`config.mk`:
```
export PLATFORM = sky130hd
export DESIGN_NAME = html_entity_decoder_core
export DESIGN_NICKNAME = d
export VERILOG_FILES = /design/src/hed_pkg.sv /design/src/html_entity_decoder_core.sv /design/src/hed_match.sv /design/src/hed_burst.sv
export SDC_FILE = /design/constraint.sdc
export NUM_CORES = 1
export LEC_CHECK = 0
export ABC_AREA = 1
export BUFFER_PORTS_ARGS = -buffer_cell sky130_fd_sc_hd__buf_2
export CORE_UTILIZATION = 55
export DETAILED_ROUTE_END_ITERATION = 12
export GPL_TIMING_DRIVEN = 0
export PLACE_DENSITY_LB_ADDON = 0.08
export SLEW_MARGIN = 30
export SYNTH_ARGS = -nofsm -noshare
export SYNTH_HDL_FRONTEND = slang
export SYNTH_SLANG_ARGS = --single-unit
```
`constraint.sdc`:
```
create_clock -name clk -period 4.42 [get_ports clk]
set_input_delay 0.442 -clock clk [delete_from_list [all_inputs] [get_ports clk]]
set_output_delay 0.442 -clock clk [all_outputs]
set_load 0.1 [all_outputs]
```
`src/hed_pkg.sv`:
```
// ----------------------------------------------------------------------------
// hed_pkg
// Shared types and constants of the HTML entity decoder: the entity name
// table, its lengths and replacement characters, and the record types that
// pass between the matcher, the result register and the top level.
// ----------------------------------------------------------------------------
package hed_pkg;

    localparam int ENT_NUM   = 6;
    localparam int NAME_MAX  = 5;
    localparam int HOLD_MAX  = 4;
    localparam int BURST_MAX = 6;

    localparam logic [7:0] CH_AMP   = 8'h26;
    localparam logic [7:0] CH_SEMI  = 8'h3B;
    localparam logic [7:0] CH_HASH  = 8'h23;
    localparam logic [7:0] CH_3     = 8'h33;
    localparam logic [7:0] CH_9     = 8'h39;
    localparam logic [7:0] CH_LT    = 8'h3C;
    localparam logic [7:0] CH_GT    = 8'h3E;
    localparam logic [7:0] CH_QUOT  = 8'h22;
    localparam logic [7:0] CH_APOS  = 8'h27;

    localparam logic [7:0] ENT_NAME [ENT_NUM][NAME_MAX] = '{
        '{8'h61, 8'h6D, 8'h70, CH_SEMI, 8'h00},
        '{8'h6C, 8'h74, CH_SEMI, 8'h00, 8'h00},
        '{8'h67, 8'h74, CH_SEMI, 8'h00, 8'h00},
        '{8'h71, 8'h75, 8'h6F, 8'h74, CH_SEMI},
        '{8'h61, 8'h70, 8'h6F, 8'h73, CH_SEMI},
        '{CH_HASH, CH_3, CH_9, CH_SEMI, 8'h00}
    };

    localparam logic [2:0] ENT_LEN [ENT_NUM] = '{3'd4, 3'd3, 3'd3, 3'd5, 3'd5, 3'd4};

    localparam logic [7:0] ENT_CHAR [ENT_NUM] = '{
        CH_AMP, CH_LT, CH_GT, CH_QUOT, CH_APOS, CH_APOS
    };

    typedef struct packed {
        logic [BURST_MAX-1:0][7:0] data;
        logic [2:0]                cnt;
        logic                      fin;
    } burst_t;

    typedef struct packed {
        logic [2:0] count;
        logic       wr_en;
        logic [1:0] wr_idx;
    } hold_upd_t;

    function automatic logic [7:0] fold(input logic [7:0] c);
        logic [7:0] r;
        r = c;
        if (c >= 8'h41 && c <= 8'h5A)
        begin
            r = c + 8'h20;
        end
        return r;
    endfunction

endpackage

```
`src/html_entity_decoder_core.sv`:
```
// ----------------------------------------------------------------------------
// html_entity_decoder_core
// Streaming decoder for &amp; &lt; &gt; &quot; &apos; and &#39;: holds a
// partial entity, replaces a completed one and releases a broken one.
//
//   channel | dir | tdata            | tlast     | tuser
//   s_*     | in  | [7:0] in_byte    | in_final  | -
//   m_*     | out | [7:0] out_byte   | text_end  | [0] run_end
//
// An input transaction is taken in the cycle it arrives when the result
// register is empty or hands over its last byte in that cycle.
// An input that yields k results occupies the output for k transactions, so the
// rate is one byte per cycle with m_tready high, except after a released hold (up to 6 results).
// A back-pressured output holds its byte and stalls input after the last one.
// Reset clears the hold count and empties the result register.
// ----------------------------------------------------------------------------
module html_entity_decoder_core (
    input  logic       clk,
    input  logic       rst_n,
    input  logic       s_tvalid,
    output logic       s_tready,
    input  logic [7:0] s_tdata,   // [7:0] in_byte
    input  logic       s_tlast,
    output logic       m_tvalid,
    input  logic       m_tready,
    output logic [7:0] m_tdata,   // [7:0] out_byte
    output logic       m_tlast,
    output logic [0:0] m_tuser    // [0] run_end
);

    logic [2:0]         held_count_reg;
    logic [7:0]         held_chars_reg [hed_pkg::HOLD_MAX];
    hed_pkg::burst_t    burst;
    hed_pkg::hold_upd_t upd;
    logic               accept;

    assign accept = s_tvalid && s_tready;

    hed_match u_match (
        .in_byte    (s_tdata),
        .in_final   (s_tlast),
        .held_count (held_count_reg),
        .held_chars (held_chars_reg),
        .burst      (burst),
        .upd        (upd)
    );

    hed_burst u_burst (
        .clk      (clk),
        .rst_n    (rst_n),
        .load     (accept),
        .burst    (burst),
        .load_ok  (s_tready),
        .m_tvalid (m_tvalid),
        .m_tready (m_tready),
        .m_tdata  (m_tdata),
        .m_tlast  (m_tlast),
        .m_tuser  (m_tuser)
    );

    always_ff @(posedge clk or negedge rst_n)
    begin
        if (!rst_n)
        begin
            held_count_reg <= 3'd0;
        end
        else if (accept)
        begin
            held_count_reg <= upd.count;
        end
    end

    always_ff @(posedge clk)
    begin
        if (accept && upd.wr_en)
        begin
            held_chars_reg[upd.wr_idx] <= s_tdata;
        end
    end

endmodule

```
`src/hed_match.sv`:
```
// ----------------------------------------------------------------------------
// hed_match
// Entity matcher: compares the held bytes plus the new byte with every entity
// name and builds the list of result bytes and the update of the hold.
// ----------------------------------------------------------------------------
module hed_match (
    input  logic [7:0]          in_byte,
    input  logic                in_final,
    input  logic [2:0]          held_count,
    input  logic [7:0]          held_chars [hed_pkg::HOLD_MAX],
    output hed_pkg::burst_t     burst,
    output hed_pkg::hold_upd_t  upd
);

    logic [7:0] cand [hed_pkg::NAME_MAX];
    logic [7:0] rel  [hed_pkg::BURST_MAX];
    logic       done;
    logic       partial;
    logic [7:0] ent_ch;
    logic       in_range;
    logic       absorb;
    logic [2:0] rel_n;
    logic       tail_en;
    logic [7:0] tail;

    always_comb
    begin
        for (int p = 0; p < hed_pkg::HOLD_MAX; p++)
        begin
            cand[p] = (3'(p + 1) == held_count) ? in_byte : held_chars[p];
        end
        cand[hed_pkg::NAME_MAX-1] = in_byte;
    end

    always_comb
    begin
        logic ok;
        done    = 1'b0;
        partial = 1'b0;
        ent_ch  = hed_pkg::CH_AMP;
        for (int e = 0; e < hed_pkg::ENT_NUM; e++)
        begin
            ok = hed_pkg::ENT_LEN[e] >= held_count;
            for (int p = 0; p < hed_pkg::NAME_MAX; p++)
            begin
                if (3'(p) < held_count && hed_pkg::fold(cand[p]) != hed_pkg::ENT_NAME[e][p])
                begin
                    ok = 1'b0;
                end
            end
            if (ok && hed_pkg::ENT_LEN[e] == held_count && !done)
            begin
                done   = 1'b1;
                ent_ch = hed_pkg::ENT_CHAR[e];
            end
            else if (ok && hed_pkg::ENT_LEN[e] > held_count)
            begin
                partial = 1'b1;
            end
        end
    end

    assign in_range = (held_count != 3'd0) && (held_count <= 3'd5);
    assign absorb   = in_range && !done && partial && (held_count <= 3'd4);

    always_comb
    begin
        rel[0] = hed_pkg::CH_AMP;
        for (int k = 0; k < hed_pkg::HOLD_MAX; k++)
        begin
            rel[k+1] = held_chars[k];
        end
        rel[hed_pkg::BURST_MAX-1] = 8'h00;
    end

    always_comb
    begin
        upd.wr_en  = 1'b0;
        upd.wr_idx = 2'(held_count - 3'd1);
        if (in_range && done)
        begin
            rel_n     = 3'd0;
            tail_en   = 1'b1;
            tail      = ent_ch;
            upd.count = 3'd0;
        end
        else if (absorb)
        begin
            rel_n     = in_final ? held_count : 3'd0;
            tail_en   = in_final;
            tail      = in_byte;
            upd.count = in_final ? 3'd0 : held_count + 3'd1;
            upd.wr_en = 1'b1;
        end
        else
        begin
            rel_n = (held_count > 3'd5) ? 3'd5 : held_count;
            tail  = in_byte;
            if (in_byte == hed_pkg::CH_AMP)
            begin
                tail_en   = in_final;
                upd.count = in_final ? 3'd0 : 3'd1;
            end
            else
            begin
                tail_en   = 1'b1;
                upd.count = 3'd0;
            end
        end
    end

    always_comb
    begin
        for (int i = 0; i < hed_pkg::BURST_MAX; i++)
        begin
            if (3'(i) < rel_n)
            begin
                burst.data[i] = rel[i];
            end
            else if (3'(i) == rel_n)
            begin
                burst.data[i] = tail;
            end
            else
            begin
                burst.data[i] = 8'h00;
            end
        end
        burst.cnt = rel_n + {2'b00, tail_en};
        burst.fin = in_final;
    end

endmodule

```
`src/hed_burst.sv`:
```
// ----------------------------------------------------------------------------
// hed_burst
// Result register: holds the bytes produced by one input transaction and
// shifts them out one per output transaction, marking the last of the run.
// ----------------------------------------------------------------------------
module hed_burst (
    input  logic            clk,
    input  logic            rst_n,
    input  logic            load,
    input  hed_pkg::burst_t burst,
    output logic            load_ok,
    output logic            m_tvalid,
    input  logic            m_tready,
    output logic [7:0]      m_tdata,
    output logic            m_tlast,
    output logic [0:0]      m_tuser
);

    logic [7:0] data_reg [hed_pkg::BURST_MAX];
    logic [2:0] cnt_reg;
    logic [2:0] cnt_next;
    logic       fin_reg;
    logic       last;
    logic       take;

    assign last     = (cnt_reg == 3'd1);
    assign take     = m_tvalid && m_tready;
    assign load_ok  = (cnt_reg == 3'd0) || (last && m_tready);
    assign m_tvalid = (cnt_reg != 3'd0);
    assign m_tdata  = data_reg[0];
    assign m_tuser  = last;
    assign m_tlast  = last && fin_reg;

    always_comb
    begin
        cnt_next = cnt_reg;
        if (load)
        begin
            cnt_next = burst.cnt;
        end
        else if (take)
        begin
            cnt_next = cnt_reg - 3'd1;
        end
    end

    always_ff @(posedge clk or negedge rst_n)
    begin
        if (!rst_n)
        begin
            cnt_reg <= 3'd0;
        end
        else
        begin
            cnt_reg <= cnt_next;
        end
    end

    always_ff @(posedge clk)
    begin
        if (load)
        begin
            fin_reg <= burst.fin;
            for (int i = 0; i < hed_pkg::BURST_MAX; i++)
            begin
                data_reg[i] <= burst.data[i];
            end
        end
        else if (take)
        begin
            for (int i = 0; i < hed_pkg::BURST_MAX - 1; i++)
            begin
                data_reg[i] <= data_reg[i+1];
            end
            data_reg[hed_pkg::BURST_MAX-1] <= 8'h00;
        end
    end

endmodule

```
==> results.ini <==
[global_routing]
antenna_found_initial=0
grt_util_met1_pct=41.20
grt_pass1_vias=4976
grt.met3_usage_pct=5.427
grt_max_degree=20
top_usage_layer=met2
grt_usage_pct=31.41
grt_pass1_wl_um=26060
grt_util_met2_pct=50.95
grt_overflow=0

[floorplanning]
io_pins=25
die-area_um2=11040
fp.dieH_um=105.1
start_util_pct=56.60
core-area_um2=10320
fp.dieW_um=105.1
row_count=37

[power]
p_total_uw=4462
internal_power_uw=2262
combPwrFrac_pct=57.8
vdd_drop_max_mv=0.4151
p_switching_uw=2199
clockPowerShare_pct=12.1
switching_share_pct=49.29
powerDensity_nw_per_um2=678.6
power.leakage_uw=0.002980
p_seq_share_pct=30.1

[run]
maxCapViolations=0

[synthesis]
ys_seq_area_share_pct=44.20
synth_most_common_cell=nand2_1
synth_edf_count=81
synth_area_leaders=edfxtp_1 (42%), nand2_1 (16%), nand3_1 (6.1%), inv_1 (5.8%), nor2_1 (5.7%)
ys_async_sr_fraction_pct=6.897
ys_types=41
syn_avg_cell_area_um2=7.618
syn_inst=767
synthFlopType=edfxtp_1
syn_area_um2=5843
yosys_warnings=0
yosys.area.top_type=edfxtp_1
synth_common_cells=nand2_1 (248), inv_1 (90), nor2_1 (88), edfxtp_1 (81), nand3_1 (71)
synth_top_area_share_pct=41.63
ys_ff_latch=87
synth.net_count=794

[routing]
totalWireLength_um=16600
drc_errors=0
drt-pass1-iter-count=5
wl_per_cell_um=17.33
via_per_inst=5.582
vias=5348
drtIter0Drc=634
ant_nets=0

[clock_tree]
clock_latency_ns=0.37
cts_made_buffers=9
clk_pin_slew_worst_paths_ns=0.08
cts_max_level=3
root_buffer=clkbuf_8
cts_tree=built
cts.sinks=87
cts.path.max_buffers=2

[sta]
max_slew_margin_pct=45.47
hold_violations=0
whs_ns=0.2874
setup_slack_ns=0.1749
fmax_ghz=0.2356
skew_ns=0.008732
tightestPinTransition_ns=0.8150
finalSetupViolCount=0
period_share_pct=96.04
slew_violations=0
period_needed_ns=4.245

[run_status]
status=complete, no violations

[setup_path]
worst-setup-path-type=flop to flop
required_ns=4.65
path_max_fanout=10
critPathMaxStageDelay_ns=0.43
cpMaxStageDelayCell=dfrtp_2
crit_path_start_kind=flop
critPathCaptureType=flop
crit_arrival_ns=4.47

[final_layout]
multiInputGateArea_um2=2786
fill_cells=930
nets=844
diodes=0
largest_register_ffs=48
fin_area_um2=6575
drive_gt1_share_pct=15.69
area_growth_pct=12.53
register_area_um2=2584
fin_util_pct=63.69

[placed_design]
routabilityCongestion=0.9771
pre_cts_ws_ns=-0.1297
placed_cell_area_um2=6206
dp_hpwl_um=12690
portBuffers=24

[min_path]
hp-class=primary input to flop

-- kinds of logic after synthesis --
family / synth area share, %
AOI/OAI and AO/OA: 7.430
xor gates and xnor gates: 0.2998
adders and majority gates: 2.998
buffers and inverters: 9.336
DFF: 44.20
and+or+nand+nor: 35.74
-- metrics by stage --
stage	std cells	TNS [ns]
2_1_floorplan	767	0
3_3_place_gp	927	-1.519
3_5_place_dp	929	-1.634
4_1_cts	946	0
5_1_grt	958	-0.2556
6_report	958	0
-- path summary, 6_finish.rpt --
check | slack, ns | cells after the start | start | end
setup / recovery | 0.17 | 30 | held_count_reg[0] | u_burst.cnt_reg[2]
hold / removal | 0.29 | 1 | s_tlast | u_burst.fin_reg
setup reg to reg | 0.17 | 30 | held_count_reg[0] | u_burst.cnt_reg[2]
hold reg to reg | 0.53 | 2 | u_burst.data_reg[0][41] | u_burst.data_reg[0][33]
max in group asynchronous | 3.83 | 2 | rst_n | held_count_reg[0]
min in group asynchronous | 0.42 | 2 | rst_n | u_burst.cnt_reg[1]
-- critical path: cells and delay by family, from the launching register on --
kind	cells	cell delay [ns]
flops	1	0.43
buf+inv	8	0.88
simple gates	14	1.37
compound gates	4	0.58
fa+ha+maj	4	0.84
-- repair_timing --
action	in CTS	in global routing
setup endpoints to repair	34	75
resized for setup	5	21
pin swaps	0	2
hold buffers	1	0
setup buffers	0	12
hold endpoints to repair	6	0
-- metal layers --
metal | part of all wire (%) | vias to the layer above
li1 | - | 2606
met1 | 43 | 2480
met2 | 47 | 222
met3 | 6.3 | 40
met4 | 3.7 | 0
met5 | 0 | -
-- final cells by class --
type | instances | area share, %
multi-input cells | 554 | 42.38
flip-flops and latches | 87 | 39.30
inverters | 100 | 5.766
repair buffers | 39 | 4.377
plain buffers | 26 | 2.835
well taps | 136 | 2.588
clock buffers | 12 | 2.055
clock inverters | 4 | 0.7041
-- power groups by stage --
| stage | combinational (uW) | clock (uW) | sequential (uW) |
|---|---|---|---|
| after floorplan | 1870 | 0 | 1340 |
| after global placement | 2330 | 0 | 1370 |
| after detailed placement | 2430 | 0 | 1360 |
| after CTS | 2440 | 543 | 1340 |
| after global routing | 2820 | 575 | 1370 |
| final | 2580 | 541 | 1340 |
-- cell usage in the layout, fill, tap and decap left out, types with 6 or more instances in the layout --
cell / n
o21ai_2: 8
ha_1: 13
buf_2: 26
a21oi_1: 17
nor2_2: 15
inv_1: 89
nand4_1: 25
buf_4: 20
o21ai_0: 12
edfxtp_1: 81
nor2_1: 80
o21ai_1: 19
nand2_1: 246
nand3_1: 69
inv_2: 8
clkbuf_8: 9
nand3_2: 6
clkbuf_1: 10
Note: power is estimated with default switching activity, not from simulation.
